==> config.mk <==
export PLATFORM = sky130hd
export DESIGN_NAME = group_current_share_control
export DESIGN_NICKNAME = d
export VERILOG_FILES = /design/src/gcsc_pkg.sv /design/src/group_current_share_control.sv /design/src/gcsc_dp.sv /design/src/gcsc_ctrl.sv
export SDC_FILE = /design/constraint.sdc
export NUM_CORES = 1
export LEC_CHECK = 0
export CAP_MARGIN = 20
export CORE_MARGIN = 4
export CORE_UTILIZATION = 35
export CTS_CLUSTER_SIZE = 28
export DETAILED_ROUTE_END_ITERATION = 16
export DONT_BUFFER_PORTS = 1
export PLACE_DENSITY_LB_ADDON = 0.2
export REMOVE_ABC_BUFFERS = 1
export SETUP_SLACK_MARGIN = 0.02
export SLEW_MARGIN = 20
export SYNTH_ARGS = -nofsm -noshare
export SYNTH_HDL_FRONTEND = slang
export SYNTH_SLANG_ARGS = --single-unit
==> constraint.sdc <==
create_clock -name clk -period 6.9 [get_ports clk]
set_input_delay 0 -clock clk [delete_from_list [all_inputs] [get_ports clk]]
set_output_delay 0 -clock clk [all_outputs]
set_load 0.1 [all_outputs]
==> src/gcsc_pkg.sv <==
// Package for the group current share controller: beat types, register indexes,
// reset values and the command and status structs between controller and datapath.
// No dependencies.
package gcsc_pkg;

  localparam int ADDR_W       = 8;
  localparam int MASK_W       = 16;
  localparam int CUR_W        = 16;
  localparam int TIME_W       = 32;
  localparam int LIMIT_W      = 16;
  localparam int STAGGER_W    = 12;
  localparam int CFG_DATA_W   = 16;
  localparam int CFG_IDX_W    = 2;
  localparam int DIV_CNT_W    = 4;

  localparam int DEF_MEMBER_SLOTS = 16;

  localparam logic [ADDR_W-1:0]    OWN_ADDR_RST = '0;
  localparam logic [LIMIT_W-1:0]   STALE_RST    = LIMIT_W'(500);
  localparam logic [LIMIT_W-1:0]   HOLD_RST     = LIMIT_W'(1000);
  localparam logic [STAGGER_W-1:0] STAGGER_RST  = STAGGER_W'(100);

  typedef enum logic [CFG_IDX_W-1:0] {
    CFG_OWN_ADDR = 2'd0,
    CFG_STALE    = 2'd1,
    CFG_HOLD     = 2'd2,
    CFG_STAGGER  = 2'd3
  } cfg_idx_t;

  typedef enum logic {
    OP_FRAME = 1'b0,
    OP_TICK  = 1'b1
  } op_t;

  typedef struct packed {
    logic [0:0]        op;
    logic [TIME_W-1:0] now_ms;
    logic [ADDR_W-1:0] group_base;
    logic [MASK_W-1:0] member_mask;
    logic [CUR_W-1:0]  group_request;
    logic [CUR_W-1:0]  available_current;
  } in_t;

  typedef struct packed {
    logic [0:0]       deliver;
    logic [CUR_W-1:0] set_current;
  } out_t;

  typedef struct packed {
    logic frame_ld;
    logic tick_ld;
    logic prep;
    logic div_step;
    logic finish;
  } cmd_t;

  typedef struct packed {
    logic stale;
  } status_t;

endpackage

==> src/group_current_share_control.sv <==
// Group current share controller, built from the controller gcsc_ctrl and the datapath gcsc_dp,
// with types and constants from gcsc_pkg. A frame beat is taken without a stall and gives no
// result. After its load in the accepting cycle, a tick beat keeps the input stalled through a
// preparation step, the one-bit-per-cycle restoring divider that splits the group request over
// the members and an update step that writes its result to the output register; a tick on stale
// or missing group data skips the remaining divider steps. The update step waits for as long as
// the previous result is still held in the output register by a stall. One beat is worked on at a
// time, and a finished result may wait in the output register while the next beat is accepted.
module group_current_share_control #(
  parameter int MEMBER_SLOTS = gcsc_pkg::DEF_MEMBER_SLOTS
) (
  input  logic                             clk,
  input  logic                             rst_n,
  input  logic                             in_valid,
  output logic                             in_stall,
  input  gcsc_pkg::in_t                    in_data,
  output logic                             out_valid,
  input  logic                             out_stall,
  output gcsc_pkg::out_t                   out_data,
  input  logic                             cfg_valid,
  output logic                             cfg_ready,
  input  logic [gcsc_pkg::CFG_IDX_W-1:0]   cfg_index,
  input  logic [gcsc_pkg::CFG_DATA_W-1:0]  cfg_data
);

  gcsc_pkg::cmd_t    cmd;
  gcsc_pkg::status_t status;

  assign cfg_ready = 1'b1;

  gcsc_ctrl u_ctrl (
    .clk       (clk),
    .rst_n     (rst_n),
    .in_valid  (in_valid),
    .in_op     (in_data.op),
    .in_stall  (in_stall),
    .out_valid (out_valid),
    .out_stall (out_stall),
    .status    (status),
    .cmd       (cmd)
  );

  gcsc_dp #(
    .MEMBER_SLOTS (MEMBER_SLOTS)
  ) u_dp (
    .clk       (clk),
    .rst_n     (rst_n),
    .cfg_we    (cfg_valid && cfg_ready),
    .cfg_index (cfg_index),
    .cfg_data  (cfg_data),
    .in_data   (in_data),
    .cmd       (cmd),
    .status    (status),
    .out_data  (out_data)
  );

endmodule

==> src/gcsc_dp.sv <==
// Datapath of the group current share controller: configuration registers, group state,
// the bit-serial share divider and the result register.
// Depends on gcsc_pkg.
module gcsc_dp #(
  parameter int MEMBER_SLOTS = gcsc_pkg::DEF_MEMBER_SLOTS
) (
  input  logic                                clk,
  input  logic                                rst_n,
  input  logic                                cfg_we,
  input  logic [gcsc_pkg::CFG_IDX_W-1:0]      cfg_index,
  input  logic [gcsc_pkg::CFG_DATA_W-1:0]     cfg_data,
  input  gcsc_pkg::in_t                       in_data,
  input  gcsc_pkg::cmd_t                      cmd,
  output gcsc_pkg::status_t                   status,
  output gcsc_pkg::out_t                      out_data
);

  localparam int SLOT_W = (MEMBER_SLOTS > 1) ? $clog2(MEMBER_SLOTS) : 1;
  localparam int CNT_W  = $clog2(MEMBER_SLOTS + 1);
  localparam int EXT_W  = MEMBER_SLOTS + gcsc_pkg::MASK_W;
  localparam int PROD_W = CNT_W + gcsc_pkg::STAGGER_W;
  localparam int TW     = gcsc_pkg::TIME_W;
  localparam int CW     = gcsc_pkg::CUR_W;

  // Configuration registers.
  logic [gcsc_pkg::ADDR_W-1:0]    own_addr_r;
  logic [gcsc_pkg::LIMIT_W-1:0]   stale_lim_r;
  logic [gcsc_pkg::LIMIT_W-1:0]   hold_r;
  logic [gcsc_pkg::STAGGER_W-1:0] stagger_r;

  // Group state.
  logic                         frame_seen_r, is_member_r, raise_pending_r;
  logic [gcsc_pkg::ADDR_W-1:0]  stored_base_r;
  logic [gcsc_pkg::MASK_W-1:0]  stored_mask_r;
  logic [CW-1:0]                stored_request_r;
  logic [TW-1:0]                join_time_r, frame_time_r, raise_time_r;
  logic [CW-1:0]                granted_r, pending_target_r;

  // Per-tick working registers.
  logic [TW-1:0]     now_r;
  logic [CW-1:0]     avail_r;
  logic              stale_r;
  logic [CNT_W-1:0]  n_r, rank_r, rem_r;
  logic [CW-1:0]     quo_r;
  logic [TW-1:0]     join_el_r, raise_el_r, wait_r;

  // Window and slot of the own address for a given base and mask.
  function automatic logic [MEMBER_SLOTS-1:0] window(input logic [gcsc_pkg::MASK_W-1:0] m);
    logic [EXT_W-1:0] ext;
    ext = {{MEMBER_SLOTS{1'b0}}, m};
    return ext[MEMBER_SLOTS-1:0];
  endfunction

  logic [gcsc_pkg::ADDR_W:0] in_diff, st_diff;
  logic                      in_inwin, st_inwin;
  logic [SLOT_W-1:0]         in_slot, st_slot;
  logic [MEMBER_SLOTS-1:0]   in_win, st_win;
  logic                      in_own;
  logic [CNT_W-1:0]          n_nxt, rank_nxt;

  always_comb begin
    in_diff  = {1'b0, own_addr_r} - {1'b0, in_data.group_base};
    in_inwin = (own_addr_r >= in_data.group_base) &&
               (in_diff < (gcsc_pkg::ADDR_W + 1)'(MEMBER_SLOTS));
    in_slot  = in_diff[SLOT_W-1:0];
    in_win   = window(in_data.member_mask);
    in_own   = in_inwin && in_win[in_slot];

    st_diff  = {1'b0, own_addr_r} - {1'b0, stored_base_r};
    st_inwin = (own_addr_r >= stored_base_r) &&
               (st_diff < (gcsc_pkg::ADDR_W + 1)'(MEMBER_SLOTS));
    st_slot  = st_diff[SLOT_W-1:0];
    st_win   = window(stored_mask_r);
    n_nxt    = '0;
    rank_nxt = '0;
    for (int i = 0; i < MEMBER_SLOTS; i++) begin
      n_nxt    = n_nxt + CNT_W'(st_win[i]);
      rank_nxt = rank_nxt + CNT_W'(st_win[i] && st_inwin && (SLOT_W'(i) < st_slot));
    end
  end

  // One restoring division step.
  logic [CNT_W:0]   rem_sh, rem_sub;
  logic             div_ge;
  always_comb begin
    rem_sh  = {rem_r, quo_r[CW-1]};
    div_ge  = rem_sh >= {1'b0, n_r};
    rem_sub = rem_sh - {1'b0, n_r};
  end

  logic [TW-1:0] frame_age;
  logic [PROD_W-1:0] stag_prod;
  always_comb begin
    frame_age = now_r - frame_time_r;
    stag_prod = PROD_W'(rank_r) * PROD_W'(stagger_r);
  end

  // Share update at the end of a tick.
  logic [CW-1:0] target_raw, target;
  logic          set_now, hold_done, dlv;
  logic [TW-1:0] raise_el;
  logic [CW-1:0] granted_nxt;
  logic          pending_nxt;
  always_comb begin
    target_raw  = (is_member_r && (n_r != '0)) ? quo_r : '0;
    target      = (target_raw > avail_r) ? avail_r : target_raw;
    set_now     = !raise_pending_r || (target > pending_target_r);
    raise_el    = set_now ? '0 : raise_el_r;
    hold_done   = raise_el >= TW'(hold_r);
    granted_nxt = granted_r;
    pending_nxt = raise_pending_r;
    if (target <= granted_r) begin
      granted_nxt = target;
      pending_nxt = 1'b0;
    end else if (hold_done) begin
      granted_nxt = target;
      pending_nxt = 1'b0;
    end else begin
      pending_nxt = 1'b1;
    end
    dlv = is_member_r && (join_el_r >= wait_r);
  end

  always_ff @(posedge clk) begin
    if (!rst_n) begin
      own_addr_r       <= gcsc_pkg::OWN_ADDR_RST;
      stale_lim_r      <= gcsc_pkg::STALE_RST;
      hold_r           <= gcsc_pkg::HOLD_RST;
      stagger_r        <= gcsc_pkg::STAGGER_RST;
      frame_seen_r     <= 1'b0;
      is_member_r      <= 1'b0;
      raise_pending_r  <= 1'b0;
      stored_base_r    <= '0;
      stored_mask_r    <= '0;
      stored_request_r <= '0;
      join_time_r      <= '0;
      frame_time_r     <= '0;
      raise_time_r     <= '0;
      granted_r        <= '0;
      pending_target_r <= '0;
    end else begin
      if (cfg_we) begin
        unique case (gcsc_pkg::cfg_idx_t'(cfg_index))
          gcsc_pkg::CFG_OWN_ADDR: own_addr_r  <= cfg_data[gcsc_pkg::ADDR_W-1:0];
          gcsc_pkg::CFG_STALE:    stale_lim_r <= cfg_data[gcsc_pkg::LIMIT_W-1:0];
          gcsc_pkg::CFG_HOLD:     hold_r      <= cfg_data[gcsc_pkg::LIMIT_W-1:0];
          gcsc_pkg::CFG_STAGGER:  stagger_r   <= cfg_data[gcsc_pkg::STAGGER_W-1:0];
          default: ;
        endcase
      end
      if (cmd.frame_ld) begin
        // A module that was not yet a member of live group data joins now.
        if (in_own && !(frame_seen_r && is_member_r)) join_time_r <= in_data.now_ms;
        is_member_r      <= in_own;
        stored_base_r    <= in_data.group_base;
        stored_mask_r    <= in_data.member_mask;
        stored_request_r <= in_data.group_request;
        frame_time_r     <= in_data.now_ms;
        frame_seen_r     <= 1'b1;
      end
      if (cmd.finish) begin
        if (stale_r) begin
          is_member_r     <= 1'b0;
          granted_r       <= '0;
          raise_pending_r <= 1'b0;
        end else begin
          granted_r       <= granted_nxt;
          raise_pending_r <= pending_nxt;
          if (target > granted_r) begin
            pending_target_r <= target;
            if (set_now) raise_time_r <= now_r;
          end
        end
      end
    end
  end

  always_ff @(posedge clk) begin
    if (cmd.tick_ld) begin
      now_r   <= in_data.now_ms;
      avail_r <= in_data.available_current;
    end
    if (cmd.prep) begin
      stale_r    <= !frame_seen_r || (frame_age > TW'(stale_lim_r));
      n_r        <= n_nxt;
      rank_r     <= rank_nxt;
      join_el_r  <= now_r - join_time_r;
      raise_el_r <= now_r - raise_time_r;
      rem_r      <= '0;
      quo_r      <= stored_request_r;
    end
    if (cmd.div_step) begin
      rem_r  <= div_ge ? rem_sub[CNT_W-1:0] : rem_sh[CNT_W-1:0];
      quo_r  <= {quo_r[CW-2:0], div_ge};
      wait_r <= TW'(hold_r) + TW'(stag_prod);
    end
    if (cmd.finish) begin
      out_data.deliver     <= !stale_r && dlv;
      out_data.set_current <= (!stale_r && dlv) ? granted_nxt : '0;
    end
  end

  assign status.stale = stale_r;

endmodule

==> src/gcsc_ctrl.sv <==
// Controller of the group current share controller: sequences the input beat,
// the preparation cycle, the divider steps and the hand-over to the result register.
// Depends on gcsc_pkg.
module gcsc_ctrl (
  input  logic              clk,
  input  logic              rst_n,
  input  logic              in_valid,
  input  logic [0:0]        in_op,
  output logic              in_stall,
  output logic              out_valid,
  input  logic              out_stall,
  input  gcsc_pkg::status_t status,
  output gcsc_pkg::cmd_t    cmd
);

  typedef enum logic [1:0] {
    S_IDLE,
    S_PREP,
    S_DIV,
    S_FIN
  } state_t;

  localparam logic [gcsc_pkg::DIV_CNT_W-1:0] LAST_STEP =
    gcsc_pkg::DIV_CNT_W'(gcsc_pkg::CUR_W - 1);

  state_t                          state_r;
  logic [gcsc_pkg::DIV_CNT_W-1:0]  step_r;
  logic                            out_valid_r;
  logic                            out_free;

  // The result register can take a new beat when empty or being emptied this cycle.
  assign out_free = !out_valid_r || !out_stall;

  always_comb begin
    cmd          = '0;
    cmd.frame_ld = (state_r == S_IDLE) && in_valid && (in_op == gcsc_pkg::OP_FRAME);
    cmd.tick_ld  = (state_r == S_IDLE) && in_valid && (in_op == gcsc_pkg::OP_TICK);
    cmd.prep     = (state_r == S_PREP);
    cmd.div_step = (state_r == S_DIV);
    cmd.finish   = (state_r == S_FIN) && out_free;
  end

  assign in_stall  = (state_r != S_IDLE);
  assign out_valid = out_valid_r;

  always_ff @(posedge clk) begin
    if (!rst_n) begin
      state_r     <= S_IDLE;
      step_r      <= '0;
      out_valid_r <= 1'b0;
    end else begin
      if (cmd.finish) begin
        out_valid_r <= 1'b1;
      end else if (out_valid_r && !out_stall) begin
        out_valid_r <= 1'b0;
      end
      unique case (state_r)
        S_IDLE: begin
          if (cmd.tick_ld) state_r <= S_PREP;
        end
        S_PREP: begin
          step_r  <= '0;
          state_r <= S_DIV;
        end
        S_DIV: begin
          // Stale data needs no share, so the rest of the divider is skipped.
          if (status.stale || step_r == LAST_STEP) begin
            state_r <= S_FIN;
          end else begin
            step_r <= step_r + gcsc_pkg::DIV_CNT_W'(1);
          end
        end
        S_FIN: begin
          if (out_free) state_r <= S_IDLE;
        end
        default: state_r <= S_IDLE;
      endcase
    end
  end

endmodule
After elaboration in Yosys (flattened, before gate mapping)
Cells that the tools add are included.
- logic and storage cells: 208
- register bits: 423
- bits of input ports: 112
- output and inout port bits: 20
- equality and inequality tests: 11
- bitwise logic cells: 2
- $add $sub $neg: 38
- order comparisons: 29
- multiply operators: 1
- multiplexer cells: 27
- reductions and logical operators: 70
- operators by type and width (kind ; number):
    $add A5 B1 Y5 ; 28
    $mux W16 ; 7
    $sub A32 B32 Y32 ; 3
    $gt A16 B16 Y1 ; 3
    $logic_and A1 B1 Y1 ; 45
    $ge A32 B16 Y1 ; 1
    $ge A32 B32 Y1 ; 1
    $gt A32 B16 Y1 ; 1
    $lt A4 B4 Y1 const A ; 8
    $mux W32 ; 1
    $add A16 B17 Y18 ; 1
    $lt A9 B5 Y1 const B ; 2
    $sub A8 B8 Y9 ; 2
    $mul A5 B12 Y17 ; 1
    $ge A8 B8 Y1 ; 2
    $le A16 B16 Y1 ; 1
    $lt A3 B4 Y1 const A ; 4
    $mux W5 ; 3
    $reduce_and A2 Y1 ; 6
    $mux W1 ; 9
    $eq A2 B2 Y1 const B ; 4
    $lt A1 B4 Y1 const A ; 2
    $lt A2 B4 Y1 const A ; 2
    $pmux W2 S4 ; 1
    other kinds (21) ; 40

Logic depth before layout (Yosys ltp)
Gate-level depths: netlist (run 1).
- depth after elaboration: 20
- mapped depth: 36
- mapped depth without buffers: 31

Modules after synthesis
From an unflattened synthesis (run 1), not the netlist that was laid out.
- cell total of the unflattened synthesis: 2655
- area total of the unflattened synthesis: 25568.3 µm²
- by module, submodules not included (module ; instances ; area each (µm²) ; cells each ; sequential area each (µm²)):
    gcsc_dp ; 1 ; 25106.6 ; 2600 ; 9809.4
    gcsc_ctrl ; 1 ; 450.4 ; 53 ; 140.1
    group_current_share_control ; 1 ; 11.3 ; 2 ; 0.0

Worst setup path after synthesis (run 1)
Ideal clock, no wire load.
- kind: reg2reg
- from: reg u_dp.n_r[1]
- to: reg u_dp.granted_r[10]
- slack: -0.171 ns
- path buffers: 5
- stages on the path, launching flop included: 37
- setup time: 0.117 ns
- required time: 6.783 ns
- arrival: 6.954 ns
- period minus slack after synthesis: 7.071 ns
- cells stage by stage: edfxtp_1 nor4_1 a21boi_0 clkbuf_1 and2_1 ha_1 a21oi_1 nor2b_1 o21ai_0 nand2b_1 a2111oi_0 o221ai_1 nand2_1 buf_2 mux2_2 ha_1 a21o_1 a21o_1 a21o_1 a21oi_1 nand2_1 o21ai_2 clkbuf_1 nand2_1 ha_1 nand2b_1 a21o_1 a21o_1 a211oi_1 o21a_1 o21ai_0 nand3_1 nand2_4 and3_1 buf_2 buf_6 a22o_1
- longest elaborated chain between the ends: 12
- elaborated cells on any way between the ends: 13
- those cells by class: 4 x order compare; 6 x mux; 3 x reduce/logical
- ends and longest elaborated chain (element ; line ; source):
    from (decl) ; gcsc_dp.sv:43 ; logic [CNT_W-1:0] n_r, rank_r, rem_r;
    from (signal assigned) ; gcsc_dp.sv:185 ; n_r <= n_nxt;
    $reduce_bool A5 Y1 * ; gcsc_dp.sv:105 ; target_raw = (is_member_r && (n_r != '0)) ? quo_r : '0;
    $logic_and A1 B1 Y1 * ; gcsc_dp.sv:105 ;
    $mux W16 * ; gcsc_dp.sv:105 ;
    $gt A16 B16 Y1 ; gcsc_dp.sv:106 ; target = (target_raw > avail_r) ? avail_r : target_raw;
    $mux W16 * ; gcsc_dp.sv:106 ;
    net u_dp.target[9] ; gcsc_dp.sv:99 ; logic [CW-1:0] target_raw, target;
    $gt A16 B16 Y1 ; gcsc_dp.sv:107 ; set_now = !raise_pending_r || (target > pending_target_r);
    $logic_or A1 B1 Y1 ; gcsc_dp.sv:107 ;
    $mux W32 ; gcsc_dp.sv:108 ; raise_el = set_now ? '0 : raise_el_r;
    $ge A32 B16 Y1 ; gcsc_dp.sv:109 ; hold_done = raise_el >= TW'(hold_r);
    $mux W16 ; gcsc_dp.sv:115 ; end else if (hold_done) begin
    $mux W16 * ; gcsc_dp.sv:112 ; if (target <= granted_r) begin
    $mux W16 * ; gcsc_dp.sv:162 ; if (stale_r) begin
    to (signal assigned) ; gcsc_dp.sv:167 ; granted_r <= granted_nxt;
    to (decl) ; gcsc_dp.sv:37 ; logic [CW-1:0] granted_r, pending_target_r;
The timed path passes the listed nets; every way through them passes the cells marked *.
A chain may end at the register's enable or synchronous reset.

Worst setup path after layout (run 1)
- from: reg u_dp.n_r[3]
- to: reg u_dp.granted_r[6]
Same word-level chain as after synthesis.

==> results by stage, run 1 <==
Status:
- The run finished with clean final reports.

Timing:
- The worst path meets setup with 0.329 ns of slack.
- The routed design could run at a clock period as short as 6.57 ns.
- The count of final setup violators is 0.
- The number of pins with negative max-slew slack in the final report is 0.
- The count of final hold-check violations came to 0.
- The worst pin sits at a relative slew slack of 0.287.
- In the final timing run, aggregate negative setup slack is 0 ns.
- For the pin with the worst max-slew slack, the measured transition is 1.07 ns.
- The worst clock skew on the final layout is 0.0361 ns.
- Dividing the final minimum period by the clock period gives 0.952.
- The upper clock frequency limit is 152 MHz.

CTS:
- Buffers inserted during clock tree synthesis total 50.
- The maximum root-to-sink buffer count is 3.
- The number of H-tree levels is 2.
- The total clock sinks is 409.
- The root cell of the clock tree is clkbuf_16.
- TritonCTS built the clock tree.
- The source-to-sink clock delay at the later pin of the worst-skew pair is 0.61 ns.
- Clock-pin slew was measured on the worst setup and hold paths at 0.06 ns.

Worst hold path:
- The type of the tightest min-delay check is in -> reg.
- The worst hold path begins at cfg_index[1].
- The path with the worst hold slack has its endpoint at u_dp.stagger_r[6]$_SDFFE_PN1P_.
- The worst hold path depth is 3.

Yosys:
- The count of yosys warnings during synthesis is 0.
- Synthesis handed over a netlist of 2747 instances.
- Summed over all instances, the cell type with the most area after synthesis is edfxtp_1.
- The post-synthesis cell type count is 89.
- The synthesized flop and latch total is 409.
- The share of synthesized registers carrying an async set or reset is 0.
- The number of enable-type register cells in the synthesized netlist is 179.
- For this run, the register share of the synthesized area comes to 0.380.
- For this run, the leading register cell type out of synthesis is dfxtp_1.
- The area share of the largest cell type after synthesis is 0.205.
- Ranked by total cell area, the synthesized netlist is headed by edfxtp_1 20%, dfxtp_1 18%, ha_1 12%.
- The mean instance size in the synthesized netlist is 9.56 um^2.
- The netlist area before placement is 26300 um^2.

Layout:
- The share of final-layout standard cells stronger than drive strength 1 is 0.0812.
- The leading cell type in the layout, fill and taps excluded is nand2_1.
- The number of fillers in the final layout is 7234.
- Leaving out fill and tap cells, the most frequent cells in the layout are 338 x nand2_1, 318 x inv_1, 250 x ha_1.
- From synthesis to final layout, the design area changed by 17.7%.
- At the end of the flow the core is filled with cells to 0.415.
- The number of nets in the layout is 3337.

Placed design:
- Port buffering added 0 buffers.
- At the end of routability-driven placement, the weighted congestion stood at 0.865.
- Detailed placement ended at an HPWL of 51.4 mm.
- The worst setup timing slack at the placement stage is -0.270 ns.

Die:
- The floorplan step set the die width to 282 um.
- The site row count is 100.
- The total die area is 79500 um^2.
- The total I/O pin count is 132.
- The core region is 74400 um^2.
- The starting density of the core is 0.353.
- The vertical extent of the die is 282 um.

Job:
- The count of maximum capacitance violations is 0.

Power:
- The peak supply drop is 0.181 mV.
- In this run the power density over the cells is 296 nW/um^2.
- The leakage dissipation is 0.0121 uW.

Routing:
- The number of DRC markers after the initial detailed-route iteration is 1038.
- In this run the remaining antenna-violating nets after routing total 0.
- The total detailed-routing wirelength is 69.8 mm.
- The post-detailed-route wirelength per cell is 17.8 um.
- The routed layout has 19700 vias.
- The final routed DRC violation total is 0.
- The pre-antenna-repair detailed-routing pass consisted of 5 iterations.
- Using the TritonRoute via totals, the vias-per-cell ratio works out to 5.02.

Critical path:
- The maximum cell stage delay along the critical path is 0.43 ns.
- The startpoint-to-endpoint class of the critical path is reg -> reg.
- The endpoint identified for the worst register-to-register timing path is u_dp.granted_r[6]$_SDFFE_PN0P_.
- STA classifies the critical path endpoint as a register.
- The cell type of the slowest stage on the worst timing path is edfxtp_1.
- The number of cell instances on the worst register-to-register path is 35.
- The element type at the critical path start is a register.
- The cell repeated most along the worst path is o21a_1.
- The maximum net fanout on the critical path is 8.
- STA puts the critical path data required time at 7.44 ns.
- Setup slack on the worst reg-to-reg path comes out at 0.33 ns.
- The launch point of the worst reg-to-reg path is u_dp.n_r[3]$_DFFE_PP_.
- At the worst endpoint, the arrival time is 7.11 ns.

Global route:
- The total overflow left after global routing is 0.
- The number of antenna violations at the first check in global routing is 7.
- The number of global-route vias before repair was 20300.
- The maximum number of pins on one net before global-route repair is 215.
- The first global-routing pass estimated 110 mm of wire.
- For this run, the total global-route usage over all layers was measured as 0.172.
## synth_stat cells (all sizes together) (46+ instances only)
cell type  instances
a21boi           107
a21o              64
a21oi            142
and2              65
clkbuf            65
dfxtp            230
edfxtp           179
fa                70
ha               254
inv              318
mux2i             91
nand2            341
nand3             46
nor2              86
nor2b            120
o21ai             77
xnor2             69
## report_power, final
part | internal, uW | leakage (uW) | total, uW | switching, uW
registers | 3110 | 0.00355 | 3410 | 300
clock network | 1670 | 0.000850 | 2770 | 1100
logic | 1210 | 0.00765 | 2980 | 1770
## registers in the layout (all words and copies together), names as in the netlist, 12 cells and up
name                   flops
u_dp.hold_r               16
u_dp.stored_request_r     16
u_dp.stale_lim_r          16
u_dp.granted_r            16
u_dp.quo_r                16
u_dp.st_win               16
u_dp.frame_time_r         32
u_dp.join_el_r            32
u_dp.raise_el_r           32
u_dp.join_time_r          32
u_dp.pending_target_r     16
u_dp.raise_time_r         32
u_dp.avail_r              16
u_dp.stagger_r            12
u_dp.wait_r               18
u_dp.out_data             17
u_dp.now_r                32
## cell type report
| class | count | area (um^2) | share of cell area |
|---|---|---|---|
| Clock inverter | 29 | 338 | 0.0109 |
| Sequential cell | 409 | 9980 | 0.323 |
| Clock buffer | 65 | 1430 | 0.0463 |
| Inverter | 318 | 1190 | 0.0386 |
| Timing Repair Buffer | 190 | 1870 | 0.0604 |
| Multi-Input combinational cell | 1932 | 14900 | 0.481 |
| Tap cell | 969 | 1210 | 0.0392 |
| Antenna cell | 7 | 17.5 | 0.000567 |
## logic make-up after synthesis
family	Yosys count	share of synthesized area
xor+xnor	96	0.0320
simple gates	824	0.155
fa+ha+maj	324	0.174
compound gates	560	0.146
buf+inv	406	0.0607
flops	409	0.380
mux	127	0.0518
other cells	1	0.000143
## layer usage
metal	vias up	global-route usage	share of wire
li1	9799	-	-
met1	9450	0.226	0.46
met2	339	0.302	0.48
met3	100	0.0224	0.039
met4	2	0.0433	0.021
met5	-	0	0.00019
## repair_timing
action | 4_1_cts | 5_1_grt
pin swaps | 2 | 16
gates resized for setup | 7 | 25
hold buffers | 129 | 1
cloned | 0 | 3
buffers inserted | 0 | 13
endpoints found under the hold margin | 278 | 1
endpoints found under the setup margin | 33 | 33
## critical path, delay by kind of cell, from the launching register on
family	cells	cell delay [ns]
AOI/OAI and AO/OA	17	2.94
adders and majority gates	3	0.78
buffers and inverters	4	0.62
DFF	1	0.43
muxes	1	0.32
and+or+nand+nor	10	1.42
## metrics by stage
step                cells  power [uW]  hold slack [ns]  area, um^2
CTS                  3895        9280         0.000411       30600
detailed placement   3672        6330           0.0989       27500
floorplan            2659        5500           0.0718       25900
finish               3919        9160           0.0215       30900
global route         3916        9770           0.0274       30900
global placement     3672        6310           0.0989       27500
## worst max-delay path by stage
stage	to	startpoint	cells after the start	slack, ns
finish	u_dp.granted_r[6]$_SDFFE_PN0P_	u_dp.n_r[3]$_DFFE_PP_	35	0.33
global route	u_dp.granted_r[6]$_SDFFE_PN0P_	u_dp.n_r[3]$_DFFE_PP_	36	-0.02
CTS	u_dp.out_data[0]$_SDFFCE_PN0P_	u_dp.n_r[2]$_DFFE_PP_	35	0.03
detailed placement	u_dp.granted_r[14]$_SDFFE_PN0P_	u_dp.n_r[3]$_DFFE_PP_	34	-0.27
global placement	u_dp.granted_r[8]$_SDFFE_PN0P_	u_dp.n_r[3]$_DFFE_PP_	34	-0.18
floorplan	u_dp.raise_time_r[1]$_SDFFE_PN0P_	u_dp.n_r[1]$_DFFE_PP_	23	-2.38
Note: power is estimated with default switching activity, not from simulation.
==> run 2, diff against run 1 <==
- CORE_ASPECT_RATIO: not set -> 0.7
- PLACE_DENSITY: not set -> 0.54
- PLACE_DENSITY_LB_ADDON: 0.2 -> not set
==> run 2 against run 1 <==
Routed wire length increased by 4.1%. Die area about the same. Fmax fell by 0.41%. Critical path type unchanged. Sequential power about the same. Critical path depth is the same. Sequential share of layout area increased by 0.065 points. Total power shrank 2.5%. First-iteration DRC count grew 19%. Clock power is 11% lower. Combinational power grew 2%. Via count rose by 1.1%.
==> results by stage, run 2 (synthesis results as in run 1) <==
Global route:
- The wire length of the first global-routing pass came to 113 mm (+3.0%).
- The number of global-route vias before repair is 19700 (-2.9%).
- The total global routing overflow is 0 (unchanged).
- The number of antenna violations at the first check in global routing came to 7 (unchanged).
- The maximum number of pins on one net before global-route repair was 209 (-2.8%).
- The total global routing track utilization is 0.178 (+0.00598).

CTS:
- The total clock sinks is 409 (unchanged).
- The number of H-tree levels is 2 (unchanged).
- The maximum root-to-sink buffer count is 3 (unchanged).
- The clock input transition at the sequential cells of the worst setup and hold paths is 0.06 ns (about the same).
- The number of buffers added by the clock tree synthesis step was 45 (-10%).
- The CTS tree is yes.
- The source-to-sink clock delay at the later pin of the worst-skew pair is 0.60 ns (about the same).
- The tree is rooted in a clkbuf_16.

Placed design:
- The number of placed instances with taps included was 3679 (+0.19%).
- The final HPWL from detailed placement came to 52.9 mm (+2.9%).
- The final weighted congestion in routability-driven placement is 0.875 (+1.2%).
- The worst setup timing slack at the placement stage is -0.218 ns (+0.0516 ns).
- The count of buffers inserted at the top-level ports is 0 (unchanged).

Critical path:
- The maximum net fanout on the critical path was 8 (unchanged).
- STA classifies the critical path startpoint as a register.
- The data arrival time of the critical path is 7.09 ns (-0.02 ns).
- The startpoint-to-endpoint class of the critical path is reg -> reg.
- The required time of the worst setup path is 7.39 ns (-0.05 ns).
- The kind of cell with the highest combined delay along the critical path is compound AO/OA/AOI/OAI gates.
- The most numerous cell type found on the critical path is a21o_1.
- The maximum cell stage delay along the critical path is 0.42 ns (about the same).
- The number of buffers and inverters on the critical path is 4 (unchanged).
- The endpoint class of the critical path is a register.
- The cell type of the slowest stage on the worst timing path is edfxtp_1.

Routing:
- The number of DRC markers after the initial detailed-route iteration is 1238 (+19%).
- The number of nets with antenna violations after detailed routing is 0 (unchanged).
- The post-detailed-route wirelength per cell was 18.5 um (+3.6%).
- The total iterations of the first detailed-routing run is 5 (unchanged).
- The average via count per standard cell is 5.06 (+0.67%).
- The total via count in the routed design is 19900 (+1.1%).
- The total detailed-routing wirelength is 72.6 mm (+4.1%).
- The final routed DRC violation total came to 0 (unchanged).

Layout:
- The share of final-layout standard cells stronger than drive strength 1 is 0.0731 (-0.00814).
- The leading cell type in the layout, fill and taps excluded is nand2_1.
- The final cell count without fillers is 3936 (+0.43%).
- The area of combinational cells with multiple inputs came to 14800 um^2 (-0.30%).
- The number of nets in the layout is 3355 (+0.54%).
- The area overhead of the layout relative to synthesis is 17.5%.
- In the layout the commonest cells are 338 x nand2_1, 318 x inv_1, 252 x ha_1.
- The number of fillers in the final layout is 7152 (-1.1%).
- The utilization after layout is 0.418 (+0.00258).
- The total area of sequential cells is 9980 um^2 (unchanged).

Power:
- The peak supply drop is 0.161 mV (-11%).
- The leakage dissipation came to 0.0120 uW (-0.27%).
- The total power divided by cell area is 289 nW/um^2 (-2.3%).

Timing:
- The count of final setup violators is 0 (unchanged).
- The sum of negative setup slack is 0 ns (unchanged).
- The measured slew at the worst slew-check pin is 1.04 ns (-0.0281 ns).
- The post-route clock period utilization came to 0.956 (+0.00394).
- The upper clock frequency limit was 152 MHz (-0.41%).
- The number of pins with negative max-slew slack in the final report is 0 (unchanged).
- The smallest hold slack is 0.0209 ns (-0.000553 ns).
- The worst path setup slack after routing was 0.302 ns (-0.0272 ns).
- The count of final hold-check violations is 0 (unchanged).
- The post-route minimum period is 6.60 ns (+0.0272 ns).
- The worst clock skew on the final layout was 0.0168 ns (-0.0193 ns).
- The headroom to the max-slew limit is 0.306 (+0.0187).

Job:
- The count of maximum capacitance violations is 0 (unchanged).

Die:
- The site row count is 83 (-17%).
- The total I/O pin count is 132 (unchanged).
- The width of the die is 335 um (+19%).
- The total die area was 79600 um^2 (about the same).
- The total core area is 73800 um^2 (-0.82%).
- The starting density of the core was 0.356 (+0.00291).
- The vertical extent of the die came to 237 um (-16%).

Worst hold path:
- In this run the worst hold path is classified as in -> reg.

Status:
- The flow ran to the end, and the final reports show no timing, DRC or antenna violations.
## run 2: cell type report
cell class	count	share of cell area
well taps	977	0.0396
clock buffers	62	0.0429
multi-input cells	1933	0.481
clock inverters	22	0.00560
repair buffers	212	0.0689
diodes	3	0.000243
inverters	318	0.0387
flip-flops and latches	409	0.323
## run 2: metal layers
metal	vias to the layer above	GRT usage	part of all wire
met4	6	0.0343	0.014
met5	-	0	0.00039
met3	77	0.0280	0.048
li1	9847	-	-
met2	405	0.260	0.41
met1	9573	0.277	0.53
## run 2: worst paths after layout
check	start	to	slack, ns	depth (start not counted)
max	u_dp.n_r[2]$_DFFE_PP_	u_dp.granted_r[2]$_SDFFE_PN0P_	0.30	35
min	out_stall	u_dp.raise_pending_r$_SDFFE_PN0P_	0.02	4
max reg2reg	u_dp.n_r[2]$_DFFE_PP_	u_dp.granted_r[2]$_SDFFE_PN0P_	0.30	35
min reg2reg	u_dp.frame_time_r[1]$_SDFFE_PN0P_	u_dp.frame_time_r[1]$_SDFFE_PN0P_	0.46	2
## run 2: tightest hold or removal path, stage by stage
cell and delay, ns:
nand2_1 0.04, nand2_1 0.30, nand2_1 0.16, a21boi_0 0.07
## run 2: power by group
group | leakage (uW) | switching [uW] | internal, uW
clock network | 0.000737 | 1040 | 1420
logic | 0.00773 | 1810 | 1230
registers | 0.00355 | 324 | 3110
## run 2: stage by stage
step           power, uW  cell area [um^2]
2_1_floorplan       5500             25900
3_3_place_gp        6310             27500
3_5_place_dp        6350             27500
4_1_cts             9000             30600
5_1_grt             9540             30900
6_report            8930             30900
## run 2: what timing repair did
action / CTS / global route
gates resized for setup: 4 / 23
pin swaps: 0 / 8
hold buffers: 157 / 0
gates cloned: 0 / 5
setup buffers: 0 / 7
endpoints found under the hold margin: 278 / 0
setup endpoints to repair: 32 / 33
==> run 3, diff against run 2 <==
--- a/config.mk
+++ b/config.mk
@@ -13,4 +13,5 @@
 export DETAILED_ROUTE_END_ITERATION = 16
 export DONT_BUFFER_PORTS = 1
+export GPL_TIMING_DRIVEN = 0
 export PLACE_DENSITY = 0.54
 export REMOVE_ABC_BUFFERS = 1
==> constraint.sdc (replaced) <==
create_clock -name clk -period 6.9 [get_ports clk]
set_input_delay 0 -clock clk [delete_from_list [all_inputs] [get_ports clk]]
set_output_delay 0 -clock clk [all_outputs]
set_load 0.005 [all_outputs]
==> run 3 against run 2 <==
Clock power grew 2%. Sequential share of layout area is 0.18 points lower. Sequential cell count unchanged. Routed wire length fell by 2.0%. Register-to-register slack got worse by 0.05 ns. Largest cell class unchanged.
==> results by stage, run 3 (synthesis results as in run 1) <==
Status:
- The run finished with clean final reports.

Routing:
- The post-detailed-route wirelength per cell came to 18.2 um (-1.5%).
- The number of DRC markers after the initial detailed-route iteration is 1285 (+3.8%).
- The total detailed-routing wirelength is 71.2 mm (-2.0%).
- The final routed DRC violation total is 0 (unchanged).
- The total iterations of the first detailed-routing run was 5 (unchanged).
- The number of nets with antenna violations after detailed routing is 0 (unchanged).
- The total via count in the routed design is 19900 (+0.070%).
- The average via count per standard cell is 5.09 (+0.61%).

Critical path:
- The required time of the worst setup path was 7.43 ns (+0.04 ns).
- The data arrival time of the critical path is 7.19 ns (+0.10 ns).
- The maximum cell stage delay along the critical path is 0.43 ns (about the same).
- The number of buffers and inverters on the critical path is 5 (+1).
- The startpoint-to-endpoint class of the critical path is reg -> reg.
- The cell family contributing the most delay on the critical path is compound AO/OA/AOI/OAI gates.
- The endpoint class of the critical path is a register.
- The cell type of the slowest stage on the worst timing path is edfxtp_1.
- The cell that appears most often on the critical path is o21a_1.
- The element type at the critical path start is a register.
- The maximum net fanout on the critical path came to 8 (unchanged).

CTS:
- The maximum root-to-sink buffer count is 3 (unchanged).
- The number of buffers added by the clock tree synthesis step is 46 (+2.2%).
- The number of H-tree levels came to 2 (unchanged).
- TritonCTS built the clock tree.
- The source-to-sink clock delay at the later pin of the worst-skew pair came to 0.60 ns (about the same).
- The total clock sinks is 409 (unchanged).
- The clock input transition at the sequential cells of the worst setup and hold paths came to 0.06 ns (about the same).
- The root cell of the clock tree is clkbuf_16.

Layout:
- The final cell count without fillers is 3915 (-0.53%).
- The library cell used most frequently in the layout, excluding fill and tap cells, is nand2_1.
- The number of fillers in the final layout is 7157 (+0.070%).
- Compared with the post-synthesis result, the final layout area differs by 18.2%.
- The number of nets in the layout is 3335 (-0.60%).
- In the layout the commonest cells are 338 x nand2_1, 318 x inv_1, 248 x ha_1.
- The final design instance area without fill is 31000 um^2 (+0.57%).
- The utilization after layout is 0.420 (+0.00237).
- The share of final-layout standard cells stronger than drive strength 1 is 0.0739 (+0.000864).

Power:
- The peak supply drop was 0.166 mV (+3.0%).
- The switching share of power was 0.347 (-0.00920).
- The cell internal power dissipation was 5820 uW (+1.1%).
- The total power divided by cell area is 287 nW/um^2 (-0.87%).
- The overall power after layout is 8900 uW (-0.30%).
- The logic gate share of total power was 0.340 (about the same).
- The clock network fraction of design power was 0.282 (+0.007).
- The leakage dissipation came to 0.0120 uW (about the same).
- The net load switching power is 3080 uW (-2.9%).
- The register share of total power came to 0.378 (-0.006).

Die:
- The total core area came to 73800 um^2 (unchanged).
- The total I/O pin count is 132 (unchanged).
- The starting density of the core was 0.356 (unchanged).
- The total die area is 79600 um^2 (unchanged).
- The width of the die is 335 um (unchanged).
- The site row count is 83 (unchanged).
- The vertical extent of the die is 237 um (unchanged).

Placed design:
- The final weighted congestion in routability-driven placement is 0.882 (+0.74%).
- The number of placed instances with taps included is 3650 (-0.79%).
- The count of buffers inserted at the top-level ports came to 0 (unchanged).
- The cell area reported after detailed placement is 27400 um^2 (-0.23%).
- The final HPWL from detailed placement is 52.1 mm (-1.6%).

Timing:
- The post-route minimum period is 6.65 ns (+0.0546 ns).
- The measured slew at the worst slew-check pin is 0.973 ns (-0.0688 ns).
- The post-route clock period utilization was 0.964 (+0.00792).
- The number of pins with negative max-slew slack in the final report came to 0 (unchanged).
- The worst clock skew on the final layout came to 0.0246 ns (+0.00777 ns).
- The count of final setup violators was 0 (unchanged).
- The count of final hold-check violations came to 0 (unchanged).
- The headroom to the max-slew limit was 0.346 (+0.0399).
- The sum of negative setup slack was 0 ns (unchanged).
- The upper clock frequency limit is 150 MHz (-0.82%).

Job:
- The count of maximum capacitance violations came to 0 (unchanged).

Global route:
- The total global routing overflow came to 0 (unchanged).
- The maximum number of pins on one net before global-route repair came to 218 (+4.3%).
- The wire length of the first global-routing pass is 112 mm (-1.1%).
- The number of antenna violations at the first check in global routing is 8 (+1).
- The number of global-route vias before repair was 19900 (+1.0%).
- The total global routing track utilization was 0.176 (-0.00230).

Worst hold path:
- The type of the tightest min-delay check is in -> reg.
[run 3: cell types whose count changed in the layout (fill, tap and decap cells not counted), sizes merged]
cell	delta
clkinv	-6
buf	-11
bufinv	+2
clkbuf	+3
inv	-1
dlygate4sd3	-8
[run 3: power groups by stage]
stage	Combinational, uW	Clock [uW]	Sequential [uW]
floorplan	2130	0	3300
global placement	2760	0	3420
detailed placement	2870	0	3410
CTS	3040	2600	3370
global route	3420	2690	3400
finish	3030	2510	3360
[run 3: worst register-to-register path: cells and delay by family, from the launching register on]
family | cells | cell delay, ns
DFF | 1 | 0.43
muxes | 1 | 0.34
and+or+nand+nor | 9 | 1.38
adders and majority gates | 3 | 0.77
buffers and inverters | 5 | 0.76
AOI/OAI and AO/OA | 18 | 2.90
[run 3: area by class of cell]
| cell class | instances | area, um^2 | share of cell area |
|---|---|---|---|
| diodes | 3 | 7.51 | 0.000242 |
| clock buffers | 67 | 1300 | 0.0419 |
| clock inverters | 17 | 206 | 0.00665 |
| inverters | 318 | 1190 | 0.0385 |
| multi-input cells | 1933 | 15000 | 0.484 |
| flip-flops and latches | 409 | 9980 | 0.322 |
| well taps | 977 | 1220 | 0.0394 |
| repair buffers | 191 | 2090 | 0.0673 |
[run 3: path summary, 6_finish.rpt]
kind,depth (start not counted),to,startpoint,slack [ns]
setup / recovery,36,u_dp.granted_r[0]$_SDFFE_PN0P_,u_dp.n_r[1]$_DFFE_PP_,0.25
hold / removal,1,u_dp.avail_r[12]$_DFFE_PP_,in_data[12],0.04
setup reg to reg,36,u_dp.granted_r[0]$_SDFFE_PN0P_,u_dp.n_r[1]$_DFFE_PP_,0.25
hold reg to reg,2,u_dp.frame_time_r[10]$_SDFFE_PN0P_,u_dp.frame_time_r[10]$_SDFFE_PN0P_,0.46
[run 3: stage by stage]
stage,hold slack (ns),setup WS (ns)
3_5_place_dp,0.0989,-2.66
3_3_place_gp,0.0990,-5.50
5_1_grt,0.0136,-0.0229
2_1_floorplan,0.0718,-2.38
4_1_cts,0.00138,0.0416
6_report,0.0420,0.247
[run 3: per-layer routing]
layer  GRT usage  up-vias  part of all wire
met5           0        -           0.00066
met4      0.0338        8             0.016
li1            -     9804                 -
met1       0.264     9597              0.51
met3      0.0299       85             0.051
met2       0.267      428              0.42
[run 3: timing repair]
| item | CTS | global route |
|---|---|---|
| endpoints found under the hold margin | 293 | 0 |
| gates cloned | 2 | 2 |
| pin swaps | 10 | 22 |
| gates resized for setup | 24 | 33 |
| setup endpoints to repair | 65 | 33 |
| hold buffers | 149 | 0 |
| setup buffers | 15 | 10 |
